### src/brq_ram.sv
// Generic single-write, single-read RAM with registered read data.
// No dependencies.
module brq_ram #(
    parameter int WIDTH = 8,
    parameter int DEPTH = 16
) (
    input  logic                     clk,
    input  logic                     wr_en,
    input  logic [$clog2(DEPTH)-1:0] wr_addr,
    input  logic [WIDTH-1:0]         wr_data,
    input  logic [$clog2(DEPTH)-1:0] rd_addr,
    output logic [WIDTH-1:0]         rd_data
);

    logic [WIDTH-1:0] mem [DEPTH];
    logic [WIDTH-1:0] rd_data_reg;

    always_ff @(posedge clk)
    begin
        if (wr_en)
        begin
            mem[wr_addr] <= wr_data;
        end
        rd_data_reg <= mem[rd_addr];
    end

    assign rd_data = rd_data_reg;

endmodule

### config.mk
export PLATFORM = sky130hd
export DESIGN_NAME = brq_ram
export DESIGN_NICKNAME = d
export VERILOG_FILES = /design/src/brq_ram.sv
export SDC_FILE = /design/constraint.sdc
export NUM_CORES = 1
export LEC_CHECK = 0
export ABC_CLOCK_PERIOD_IN_PS = 2150
export BUFFER_PORTS_ARGS = -buffer_cell sky130_fd_sc_hd__clkbuf_2
export CORE_UTILIZATION = 48
export CTS_BUF_LIST = sky130_fd_sc_hd__clkbuf_4
export DETAILED_ROUTE_END_ITERATION = 12
export SYNTH_ARGS = -nofsm -noshare
export SYNTH_HDL_FRONTEND = slang
export SYNTH_SLANG_ARGS = --single-unit
### constraint.sdc
create_clock -name clk -period 2.15 [get_ports clk]
set_input_delay 0.1075 -clock clk [delete_from_list [all_inputs] [get_ports clk]]
set_output_delay 0.1075 -clock clk [all_outputs]
set_load 0.05 [all_outputs]
Word-level counts from Yosys, hierarchy flattened
Memories as Yosys holds them, arrays and structs flattened. A register that Yosys moved wholly into a read port is not among the register bits.
Index checks and enable logic that the tools add are counted.
Cells by class
  add/sub/neg operators: 0
  multipliers: 0
  div/mod/pow operators: 0
  order comparisons: 0
  eq/ne operators: 0
  shift-type cells: 0
  muxes and demuxes: 2
  bitwise gates (word level): 0
  reduce and logical (&&, ||, !) cells: 0
Operator list (count)
  $mux W1: 2
Word-level totals
  bits in registers: 0
  bits in latches: 0
  bits in writable memories: 128
  memory bits (read-only): 0
  output and inout port bits: 8
  logic and storage cells: 3
  memories kept: 1
Memory list
  mem: words 16, width 8, rd ports 1, clocked after Yosys merged registers in 1, wr ports 1, RTL line 15  | logic [WIDTH-1:0] mem [DEPTH];

Depth between registers and ports, before layout
  word-level depth: 2
  mapped depth: 5

Worst setup path before layout
Ideal clock, no wire load.
  path type: input to register
  from: in wr_addr[2]
  to: mem mem[0][0], enable pin
  library setup time: 0.383 ns
  arrival: 1.217 ns
  data required time: 1.767 ns
  setup slack: 0.550 ns
  cell stages on the path: 2
  cell sequence: or3b_2 nor3_1
RTL lines
  start: declaration: RTL line 9  | input logic [$clog2(DEPTH)-1:0] wr_addr,
  end: declaration: RTL line 15
Straight into the memory's write port.

==> impl_metrics.csv <==
group,metric,value,unit
power,p_comb_share,6.4,%
synthesis,yosys.area.top_type,"edfxtp_1",
floorplan,coreArea,0.01037,mm²
timing,max_freq,724.3,MHz
synthesis,synthCells,229,
finish,largest_reg_flops,128,
critical_path,r2r_slack,0.77,ns
floorplan,dieArea,0.01114,mm²
worst_hold_path,hold_depth,1,
synthesis,synthFlopType,"edfxtp_1",
synthesis,ys_top_cells_by_count,"edfxtp_1 (128), mux4_2 (18), a22oi_1 (16)",
detailed_routing,drc,0,
power,ir_drop,0.5447,mV
global_routing,grt_pass1_vias,2524,
finish,area_growth,14.10,%
detailed_routing,viasPerCell,5.634,
finish,drive_gt1_share,31.88,%
worst_hold_path,min_path_type,"primary input to flip-flop",
timing,finalSetupTns,0,ns
floorplan,die_w,105.6,µm
clock_network,cts.sinks,136,
detailed_routing,ant_nets,0,
clock_network,cts_hold_buf,3,
global_routing,antenna_found_initial,0,
critical_path,rr_worst_depth,3,
placed_design,gp_congestion,0.7622,
synthesis,synth_edf_count,128,
critical_path,r2r-start,"mem[5][1]",
worst_hold_path,min_to,"mem[8][7]",
detailed_routing,wirelength,9.288,mm
clock_network,htree_levels,4,
synthesis,synth_top_area_share,74.67,%
synthesis,ys.warnings.count,0,
clock_network,tritoncts,"built",
critical_path,cp_data_required_time,2.56,ns
clock_network,clk-insertion-delay-late,0.51,ns
timing,drv_slew,0,
detailed_routing,detail_route.first_pass.iterations,4,
finish,nets,303,
synthesis,synthTopCellsByArea,"edfxtp_1 (75%), mux4_2 (7.9%), mux4_1 (7.1%)",
critical_path,endpoint_kind,"flip-flop",
clock_network,cts_buffers,17,
global_routing,overflow,0,
clock_network,root_buffer,"clkbuf_4",
placed_design,numPortBuffers,25,
floorplan,die_h,105.6,µm
power,p_int,4.024,mW
critical_path,worst_setup_path_start_kind,"flip-flop",
synthesis,avgSynthCellArea,22.48,µm²
timing,hold_viol_final,0,
detailed_routing,vias,2445,
clock_network,cts.path.max_buffers,2,
timing,hold_ws,0.01859,ns
synthesis,synth_most_common_cell,"edfxtp_1",
critical_path,worstSetupPathType,"flip-flop to flip-flop",
worst_hold_path,min_from,"wr_data[7]",
power,switching_share,22.25,%
synthesis,ys_seq_area_share,77.78,%
critical_path,cp_max_fo,1,
global_routing,grt_usage,18.85,%
critical_path,r2r_end,"rd_data[1]",
global_routing,grt_max_degree,33,
timing,finClkSkew,0.01710,ns
clock_network,post_cts_buffers,0,
power,p_switching,1.152,mW
placed_design,placed_cell_area,0.005512,mm²
detailed_routing,dr.first_iter.drc_count,126,
run,drv_cap,0,
floorplan,ios,26,
timing,rsz0062_at_grt,"false",
power,pwr_density_cell,881.3,mW/mm²
timing,min_period_over_period,64.21,%
power,power.share.clock,36.1,%
critical_path,crit_arrival,1.79,ns
synthesis,ys_ff_latch,136,
synthesis,synth_cell_types,19,
floorplan,rows,37,
placed_design,hpwl,6.011,mm
synthesis,syn-num-nets,247,
timing,slew_headroom,50.94,%
clock_network,clk_pin_slew,0.12,ns
clock_network,cts_resized,0,
power,power_leakage,1.985,nW
detailed_routing,wl_per_cell,21.40,µm
global_routing,grt_pass1_wl,14.72,mm
finish,diodes,0,
timing,min_period,1.381,ns
synthesis,async_flop_share,0,%
finish,design_area,0.005873,mm²
synthesis,synthesis.area,0.005147,mm²
timing,finalSetupViolCount,0,
outcome,status,"complete, no violations",
timing,tightest_slew,0.7343,ns
power,p_seq_share,57.4,%
floorplan,start_util,49.64,%
power groups by stage:
stage | logic [mW] | clock network, mW | registers [mW]
finish | 0.332 | 1.87 | 2.97
global placement | 0.329 | 0 | 3.03
detailed placement | 0.333 | 0 | 3.04
CTS | 0.338 | 1.92 | 2.97
floorplan | 0.150 | 0 | 3.09
global route | 0.360 | 2.03 | 2.98
per-layer routing:
layer | part of all wire, % | global-route usage (%) | vias up
li1 | - | - | 1090
met1 | 46 | 26.68 | 1261
met2 | 47 | 28.57 | 81
met3 | 6.3 | 5.133 | 13
met4 | 1.3 | 6.448 | 0
met5 | 0 | 0 | -
worst max-delay path, cell delays in order, from the launching register on:
cell	delay, ns
edfxtp_1	0.38
mux4_1	0.56
a22oi_1	0.26
nand2_1	0.08
cells in the final DEF, fill, tap and decap left out, drive strengths merged, types with 8 or more instances in the layout:
cell type and count:
nand2 9, a22oi 16, edfxtp 128, mux4 32, buf 19, dfxtp 8, clkbuf 43, nor2 13
layout make-up:
type	instances	area [µm²]
clock inverters	14	196.4
fillers	820	4497
multi-input cells	83	1057
repair buffers	47	310.3
flip-flops and latches	136	4004
well taps	136	170.2
clock buffers	18	135.1
stage by stage:
stage | utilization [%] | cells | worst slack, ns | power, mW
final | 56.64 | 434 | 0.7694 | 5.176
after global routing | 56.64 | 434 | 0.6762 | 5.371
after CTS | 56.64 | 434 | 0.7706 | 5.230
after detailed placement | 53.15 | 399 | 0.5465 | 3.368
after global placement | 53.15 | 399 | 0.5540 | 3.362
after floorplan | - | 229 | 0.5496 | 3.245
kinds of logic after synthesis:
family | Yosys count | share of synthesized area (%)
flip-flops | 136 | 77.78
multiplexers | 32 | 15.02
AO/OA/AOI/OAI | 16 | 2.334
buffers and inverters | 10 | 1.677
AND/OR/NAND/NOR | 35 | 3.184
worst max-delay path by stage:
| stage | startpoint | to | slack [ns] | depth (start not counted) |
|---|---|---|---|---|
| after global placement | rd_addr[0] | rd_data[5] | 0.55 | 5 |
| after global routing | mem[1][2] | rd_data[2] | 0.68 | 3 |
| after CTS | mem[1][5] | rd_data[5] | 0.77 | 3 |
| final | mem[5][1] | rd_data[1] | 0.77 | 3 |
| after detailed placement | rd_addr[0] | rd_data[5] | 0.55 | 5 |
| after floorplan | wr_addr[2] | mem[0][0] | 0.55 | 2 |
No activity file was read; power rests on OpenSTA's default activity.
