<file path="config.mk">
export PLATFORM = sky130hd
export DESIGN_NAME = brq_unit
export DESIGN_NICKNAME = d
export VERILOG_FILES = /design/src/brq_pkg.sv /design/src/brq_unit.sv
export SDC_FILE = /design/constraint.sdc
export NUM_CORES = 1
export LEC_CHECK = 0
export ABC_AREA = 1
export BUFFER_PORTS_ARGS = -buffer_cell sky130_fd_sc_hd__buf_2
export CAP_MARGIN = 10
export CORE_ASPECT_RATIO = 0.5
export CORE_UTILIZATION = 45
export DETAILED_ROUTE_END_ITERATION = 10
export MAX_ROUTING_LAYER = met4
export PLACE_DENSITY = 0.72
export SETUP_SLACK_MARGIN = 0.3
export SYNTH_ARGS = -nofsm -noshare
export SYNTH_HDL_FRONTEND = slang
export SYNTH_SLANG_ARGS = --single-unit
</file>
<file path="constraint.sdc">
create_clock -name vclk -period 3
set_clock_uncertainty 0.15 [all_clocks]
set_input_delay 0.6 -clock vclk [all_inputs]
set_output_delay 0.6 -clock vclk [all_outputs]
set_load 0.005 [all_outputs]
</file>
<file path="src/brq_pkg.sv">
// Package for the backoff retry request queue.
// Holds item structs, operation and status codes, state and unit-op enums.
// No dependencies.
package brq_pkg;

    localparam int TAG_W      = 6;
    localparam int TAG_COUNT  = 64;
    localparam int TIME_W     = 48;
    localparam int INTERVAL_W = 32;
    localparam int WAIT_W     = 16;
    localparam int STATUS_W   = 2;
    localparam int KIND_W     = 3;

    localparam logic [KIND_W-1:0] KIND_ENQ     = 3'd0;
    localparam logic [KIND_W-1:0] KIND_BACKOFF = 3'd1;
    localparam logic [KIND_W-1:0] KIND_CLEAR   = 3'd2;
    localparam logic [KIND_W-1:0] KIND_TICK    = 3'd3;
    localparam logic [KIND_W-1:0] KIND_DEQ     = 3'd4;
    localparam logic [KIND_W-1:0] KIND_RESET   = 3'd5;

    localparam logic [STATUS_W-1:0] ST_DONE    = 2'd0;
    localparam logic [STATUS_W-1:0] ST_QUEUED  = 2'd1;
    localparam logic [STATUS_W-1:0] ST_HELD    = 2'd2;
    localparam logic [STATUS_W-1:0] ST_FULL    = 2'd3;

    localparam logic CFG_HOLDOFF_INTERVAL = 1'b0;
    localparam logic CFG_BACKOFF_CAP      = 1'b1;

    localparam logic [INTERVAL_W-1:0] HOLDOFF_RESET = 32'd300000;
    localparam logic [WAIT_W-1:0]     CAP_RESET     = 16'hFFFF;

    typedef struct packed {
        logic [KIND_W-1:0] kind;
        logic [TAG_W-1:0]  request_tag;
        logic [TIME_W-1:0] now_time;
    } req_t;

    typedef struct packed {
        logic [STATUS_W-1:0] status;
        logic                granted;
        logic [TAG_W-1:0]    granted_tag;
    } rsp_t;

    typedef enum logic [1:0] {
        UOP_ADD,
        UOP_LE,
        UOP_DBL,
        UOP_DEC
    } unit_op_t;

    typedef enum logic [3:0] {
        S_IDLE,
        S_LOOK,
        S_BACKOFF,
        S_ENQ_CHK,
        S_ENQ_WR,
        S_TK_RD,
        S_TK_TAG,
        S_TK_UPD,
        S_DQ_RD,
        S_DQ_TAG,
        S_DQ_DEC,
        S_DONE
    } state_t;

endpackage

</file>
<file path="src/brq_unit.sv">
// Shared arithmetic unit: time add, time compare, capped doubling, saturating decrement.
// Depends on brq_pkg.
module brq_unit (
    input  brq_pkg::unit_op_t                op,
    input  logic [brq_pkg::TIME_W-1:0]       a,
    input  logic [brq_pkg::TIME_W-1:0]       b,
    output logic [brq_pkg::TIME_W-1:0]       y,
    output logic                             flag
);

    logic [brq_pkg::WAIT_W-1:0] base;
    logic [brq_pkg::WAIT_W-1:0] capx;
    logic [brq_pkg::WAIT_W:0]   dbl;

    always_comb
    begin
        base = (a[brq_pkg::WAIT_W-1:0] == '0) ? brq_pkg::WAIT_W'(1) : a[brq_pkg::WAIT_W-1:0];
        dbl  = {base, 1'b0};
        capx = (b[brq_pkg::WAIT_W-1:0] < brq_pkg::WAIT_W'(2)) ? brq_pkg::WAIT_W'(2)
                                                             : b[brq_pkg::WAIT_W-1:0];
        y    = '0;
        flag = 1'b0;
        case (op)
            brq_pkg::UOP_ADD:
            begin
                y = a + b;
            end
            brq_pkg::UOP_LE:
            begin
                flag = (a <= b);
            end
            brq_pkg::UOP_DBL:
            begin
                y = brq_pkg::TIME_W'((dbl > {1'b0, capx}) ? capx : dbl[brq_pkg::WAIT_W-1:0]);
            end
            brq_pkg::UOP_DEC:
            begin
                flag = (a[brq_pkg::WAIT_W-1:0] != '0);
                y    = flag ? brq_pkg::TIME_W'(a[brq_pkg::WAIT_W-1:0] - 1'b1) : '0;
            end
            default:
            begin
                y = '0;
            end
        endcase
    end

endmodule
</file>
==> reports/qor.csv, run 1 <==
stage;metric;value;unit
clock_tree;hold buffer count at CTS;0;
global_routing;GRT Overall Usage;0.810;
die;std cell rows;32;
run_status;failing step;global routing (5_1_grt);
placement;Area after DPL;10100;um2
die;Die Wd;181;um
placement;routability cong.;0.991;
global_routing;initial antenna violation count;3;
sta;Worst endpoint type;primary output;
run_status;Err;[ERROR GRT-0232] Routing congestion too high. Check the congestion heatmap in the GUI.;
global_routing;largest net degree at the start of global routing;34;
yosys;Warnings, synthesis;0;
yosys;synthesized cell area;7190;um2
yosys;cell taking the most area after synthesis;nand2_1;
die;Initial Util;0.464;
run_status;status;aborted with a tool error;
yosys;syn_nets;1655;
sta;GRT worst endpoint;y[6];
die;IO Pins;147;
global_routing;gr ovfl total;6;
yosys;top-area cell type share of the netlist area;0.254;
yosys;Distinct cells, synth;37;
die;Die Ht;91.4;um
yosys;cells after synthesis;1444;
yosys;Avg Inst Size Synth;4.98;um2
yosys;Area contributors post-synth;nand2_1, ha_1, inv_1;
placement;DP HPWL;24.9;mm
placement;number of I/O port buffers;147;
yosys;Seq/Total Area, Yosys;0;
## cells by family after synthesis
group | after synthesis | share of synthesized area
adder cells (fa/ha/maj) | 113 | 0.198
XOR/XNOR | 12 | 0.0146
buffers and inverters | 367 | 0.196
AND/OR/NAND/NOR | 801 | 0.479
AO/OA/AOI/OAI | 151 | 0.112
## what timing repair did
action,in CTS
resized for setup,592
pin swaps,181
buffers inserted,61
gates cloned,1
endpoints found under the setup margin,49
## metrics by stage
stage	worst slack, ps	std cells
CTS	-281	2097
detailed placement	-397	2035
global placement	-310	2035
floorplan	-56.9	1444
## routing by layer
layer  global-route usage  overflow
met5                    -         -
met4                0.824         2
met3                0.673         0
met2                0.953         4
met1                0.782         0
## synth_stat cells, types with 2 or more instances
cell type	n
clkinv_1	4
buf_1	2
nor4_1	3
nand2_1	487
buf_6	2
nor3_2	8
ha_1	112
nor2_1	120
nor3_1	12
nand3_1	98
inv_2	33
and2_1	3
o21a_1	4
nor2_2	19
o21ai_0	43
nand2_2	6
nand4_1	26
o22ai_1	2
inv_1	304
xnor2_1	2
xor2_1	10
o21ai_1	10
a21oi_1	78
buf_2	8
a21oi_2	4
o21bai_1	8
nand3_2	8
clkbuf_1	13
nand3b_1	4
nor2_4	4
==> inputs of run 2 (changes only) <==
- CORE_ASPECT_RATIO: 0.5 -> unset
- CORE_UTILIZATION: 45 -> 30
- MAX_ROUTING_LAYER: met4 -> unset
- PLACE_DENSITY: 0.72 -> unset
- PLACE_DENSITY_LB_ADDON: unset -> 0.15
- SETUP_SLACK_MARGIN: 0.3 -> unset
- clock period: 3 -> 3.9 ns (I/O delays scaled with it)
==> reports/qor.csv, run 2 <==
stage;metric;value;unit;change
run_status;status;finished, final reports clean;;
yosys;top-area cell type share of the netlist area;0.254;;unchanged
layout;most frequent cells in the layout;nand2_1, inv_1, buf_2;;
sta;max_slew headroom;0.699;;
layout;most common cell after layout, fill and taps aside;nand2_1;;
worst_setup_path;Setup crit start kind;input port;;
layout;share of cells above drive strength 1;0.199;;
sta;worst-margin pin slew;452;ps;
layout;P&R area growth vs syn;22.9;%;
yosys;syn_nets;1655;;unchanged
sta;unrepaired setup endpoints after global routing;false;;
pwr;Peak VDD IR;47.6;uV;
drt;via count;9007;;
yosys;Warnings, synthesis;0;;unchanged
hold_path;worst hold path class;in -> out;;
worst_setup_path;WP data arrival;2810;ps;
global_routing;GRT Overall Usage;0.221;;
drt;Avg WL per Cell;14.1;um;
pwr;leakage;0.00554;uW;
yosys;count leader, synth;nand2_1;;
sta;f_max;268;MHz;
sta;final setup fails;0;;
layout;ANT cells;0;;
yosys;Seq/Total Area, Yosys;0;;unchanged
sta;Slew Limit Fails;0;;
worst_setup_path;CP Capture Type;primary output;;
die;Initial Util;0.306;;-0.158
sta;Fin. Hold Viols;0;;
worst_setup_path;Critical Path RT;2970;ps;
yosys;cells after synthesis;1444;;unchanged
yosys;Distinct cells, synth;37;;unchanged
pwr;pwr/cell area;126;nW/um2;
drt;WL final;27.5;mm;
global_routing;first-pass GRT wire length;42.8;mm;
worst_setup_path;critical path type;in -> out;;
placement;Area after DPL;8710;um2;-14%
die;IO Pins;147;;unchanged
worst_setup_path;Worst Path Max Fanout;5;;
sta;minimum clock period;3740;ps;
drt;post-detailed-route count of antenna-violating nets;0;;
yosys;Avg Inst Size Synth;4.98;um2;unchanged
global_routing;gr ovfl total;0;;
layout;Reg area;0;um2;
drt;drt first pass iters;5;;
placement;routability cong.;0.934;;-5.8%
yosys;Area contributors post-synth;nand2_1, ha_1, inv_1;;
drt;Post-route DRC;0;;
die;total core area;23500;um2;
sta;setup TNS;0;ps;
global_routing;vias in the first global route;8411;;
die;Die Ht;157;um;+72%
die;Die Wd;157;um;-13%
layout;# clk buffers;0;;
global_routing;initial antenna violation count;0;;
layout;fill count;2813;;
layout;final instance area;8830;um2;
clock_tree;hold buffer count at CTS;0;;unchanged
layout;seq_cells;0;;
sta;final period utilization;0.958;;
yosys;cell taking the most area after synthesis;nand2_1;;
die;Die Area;24600;um2;
layout;Final nets;1846;;
drt;DRT iter0 DRCs;530;;
drt;vias per cell;4.61;;
yosys;synthesized cell area;7190;um2;unchanged
flow_run;max_cap viols;0;;
die;std cell rows;56;;+75%
placement;number of I/O port buffers;147;;unchanged
placement;DP HPWL;24.6;mm;-1.3%
global_routing;largest net degree at the start of global routing;34;;
yosys;commonest cells in the netlist;nand2_1, inv_1, nor2_1;;
-- run 2: routing by layer --
layer	part of all wire	global-route usage
met1	0.48	0.306
met2	0.46	0.389
met3	0.047	0.00360
met4	0.014	0.0317
met5	0	0
-- run 2: cells by family after synthesis --
kind of cell	share of synthesized area
AO/OA/AOI/OAI	0.112
XOR/XNOR	0.0146
adder cells (fa/ha/maj)	0.198
buffers and inverters	0.196
AND/OR/NAND/NOR	0.479
-- run 2: final cells by class --
type	instances	area, um2	share of cell area
inverters	341	1280	0.145
multi-input cells	1077	5900	0.668
well taps	319	399	0.0452
repair buffers	215	1250	0.142
-- run 2: timing repair --
action / in CTS / in global routing
resized for setup: 0 / 34
setup buffers: 0 / 0
endpoints found under the setup margin: 0 / 34
-- run 2: worst paths after layout --
kind | from | end | slack, ps | cells after the start
worst min-delay path | op[1] | flag | 1810 | 5
worst max-delay path | a[5] | y[32] | 160 | 18
-- run 2: worst max-delay path, stage by stage --
cell and delay (ps):
buf_2 130, buf_4 150, ha_1 340, inv_1 150
nand2_1 70, nand2_1 90, nand2_1 60, nand2_1 80
inv_1 50, nand2_1 170, nand2_1 80, nand2_1 100
nand3_1 140, nand2_1 100, nand2_1 50, nand3_1 80
nand2_1 60, buf_2 130
-- run 2: power breakdown --
part           switching, uW  internal [uW]
logic                    711            406
clock network              0              0
registers                  0              0
-- run 2: per-stage QoR --
stage | hold WS, ps | worst slack [ps] | util | total power [uW] | cells
6_report | 1810 | 163 | 0.376 | 1120 | 1952
5_1_grt | 1860 | 0.0995 | 0.376 | 1260 | 1952
4_1_cts | 1800 | 26.0 | 0.371 | 1100 | 1952
3_5_place_dp | 1800 | 42.4 | 0.371 | 1090 | 1952
3_3_place_gp | 1810 | 21.4 | 0.371 | 1090 | 1952
2_1_floorplan | 1530 | 383 | - | 677 | 1444
Note: power is estimated with default switching activity, not from simulation.
==> inputs of run 3 (changes only) <==
- CORE_UTILIZATION: 30 -> 59
==> reports/qor.csv, run 3 (synthesized netlist as in run 2, its figures left out) <==
stage;metric;value;unit;change
global_routing;gr ovfl total;0;;unchanged
layout;ANT cells;0;;unchanged
drt;Post-route DRC;0;;unchanged
worst_setup_path;Setup crit start kind;input port;;
sta;worst-margin pin slew;633;ps;+181 ps
pwr;Peak VDD IR;87.9;uV;+85%
drt;DRT iter0 DRCs;909;;+72%
run_status;status;finished, final reports clean;;
die;Die Wd;112;um;-28%
sta;minimum clock period;3810;ps;+71.2 ps
worst_setup_path;Critical Path RT;2970;ps;about the same
layout;most common cell after layout, fill and taps aside;nand2_1;;
global_routing;GRT Overall Usage;0.362;;+0.141
layout;most frequent cells in the layout;nand2_1, inv_1, buf_2;;
global_routing;first-pass GRT wire length;37.6;mm;-12%
global_routing;initial antenna violation count;0;;unchanged
drt;post-detailed-route count of antenna-violating nets;0;;unchanged
clock_tree;hold buffer count at CTS;0;;unchanged
die;total core area;11700;um2;-50%
sta;Slew Limit Fails;0;;unchanged
sta;Fin. Hold Viols;0;;unchanged
drt;WL final;23.5;mm;-14%
layout;seq_cells;0;;unchanged
sta;max_slew headroom;0.578;;-0.121
placement;routability cong.;1.01;;+8.2%
sta;final setup fails;0;;unchanged
die;std cell rows;39;;-30%
pwr;overall power;1070;uW;-4.2%
worst_setup_path;Worst Path Max Fanout;6;;+1
worst_setup_path;critical path type;in -> out;;
die;Die Area;12600;um2;-49%
global_routing;largest net degree at the start of global routing;34;;unchanged
layout;Final Core Density;0.715;;+0.338
drt;drt first pass iters;6;;+1
layout;final instance area;8340;um2;-5.6%
drt;Avg WL per Cell;13.5;um;-3.7%
sta;f_max;263;MHz;-1.9%
sta;setup TNS;0;ps;unchanged
global_routing;vias in the first global route;8288;;-1.5%
drt;via count;9351;;+3.8%
die;Initial Util;0.616;;+0.310
drt;vias per cell;5.38;;+17%
layout;# clk buffers;0;;unchanged
layout;Final nets;1807;;-2.1%
worst_setup_path;CP Capture Type;primary output;;
die;IO Pins;147;;unchanged
layout;P&R area growth vs syn;16.0;%;
sta;final period utilization;0.976;;+0.0182
pwr;leakage;0.00535;uW;-3.3%
placement;number of I/O port buffers;147;;unchanged
hold_path;worst hold path class;in -> out;;
layout;Reg area;0;um2;unchanged
placement;DP HPWL;20.2;mm;-18%
layout;share of cells above drive strength 1;0.179;;-0.0202
placement;Area after DPL;8180;um2;-6.1%
flow_run;max_cap viols;0;;unchanged
die;Die Ht;112;um;-28%
worst_setup_path;WP data arrival;2880;ps;+70 ps
pwr;pwr/cell area;128;nW/um2;+1.5%
[run 3: metal layers]
layer  part of all wire  global-route usage  vias up
met1               0.44               0.488     4099
met5                  0                   0        -
met2               0.42               0.594      485
li1                   -                   -     4712
met4              0.027              0.0853        0
met3               0.11              0.0718       55
[run 3: final cells by class]
type	instances	area [um2]
fill	1198	3330
multi-input combinational	1077	5890
inverter	341	1280
timing repair buffer	176	983
tap	143	179
[run 3: worst paths after layout]
| kind | depth (start not counted) | slack [ps] | endpoint | from |
|---|---|---|---|---|
| max | 20 | 90 | y[5] | a[7] |
| min | 6 | 1830 | y[3] | b[3] |
[run 3: stage by stage]
step	hold WS [ps]	instances	worst slack [ps]
after detailed placement	1820	1733	54.2
after global placement	1820	1733	85.1
final	1830	1737	92.1
after floorplan	1530	1444	383
after CTS	1820	1733	44.6
after global routing	1830	1737	-44.5
[run 3: power breakdown]
part	total (uW)	internal (uW)	switching, uW
logic	1070	377	693
registers	0	0	0
clock network	0	0	0
[run 3: critical path: stages]
cell and delay [ps]:
buf_2 140, nor2_2 110, nand2_2 90, inv_2 90
nand3_4 80, nor2_4 130, nor2_1 60, ha_1 290
a21oi_1 130, o21ai_1 70, nand2_1 60, nand2_1 40
nand2_1 50, nand2_1 80, nand2_4 170, clkbuf_16 170
nand3_1 70, nand3_1 100, nand2_1 50, buf_2 120
[run 3: repair_timing]
item	4_1_cts	5_1_grt
setup endpoints to repair	0	31
resized for setup	0	31
buffers inserted	0	3
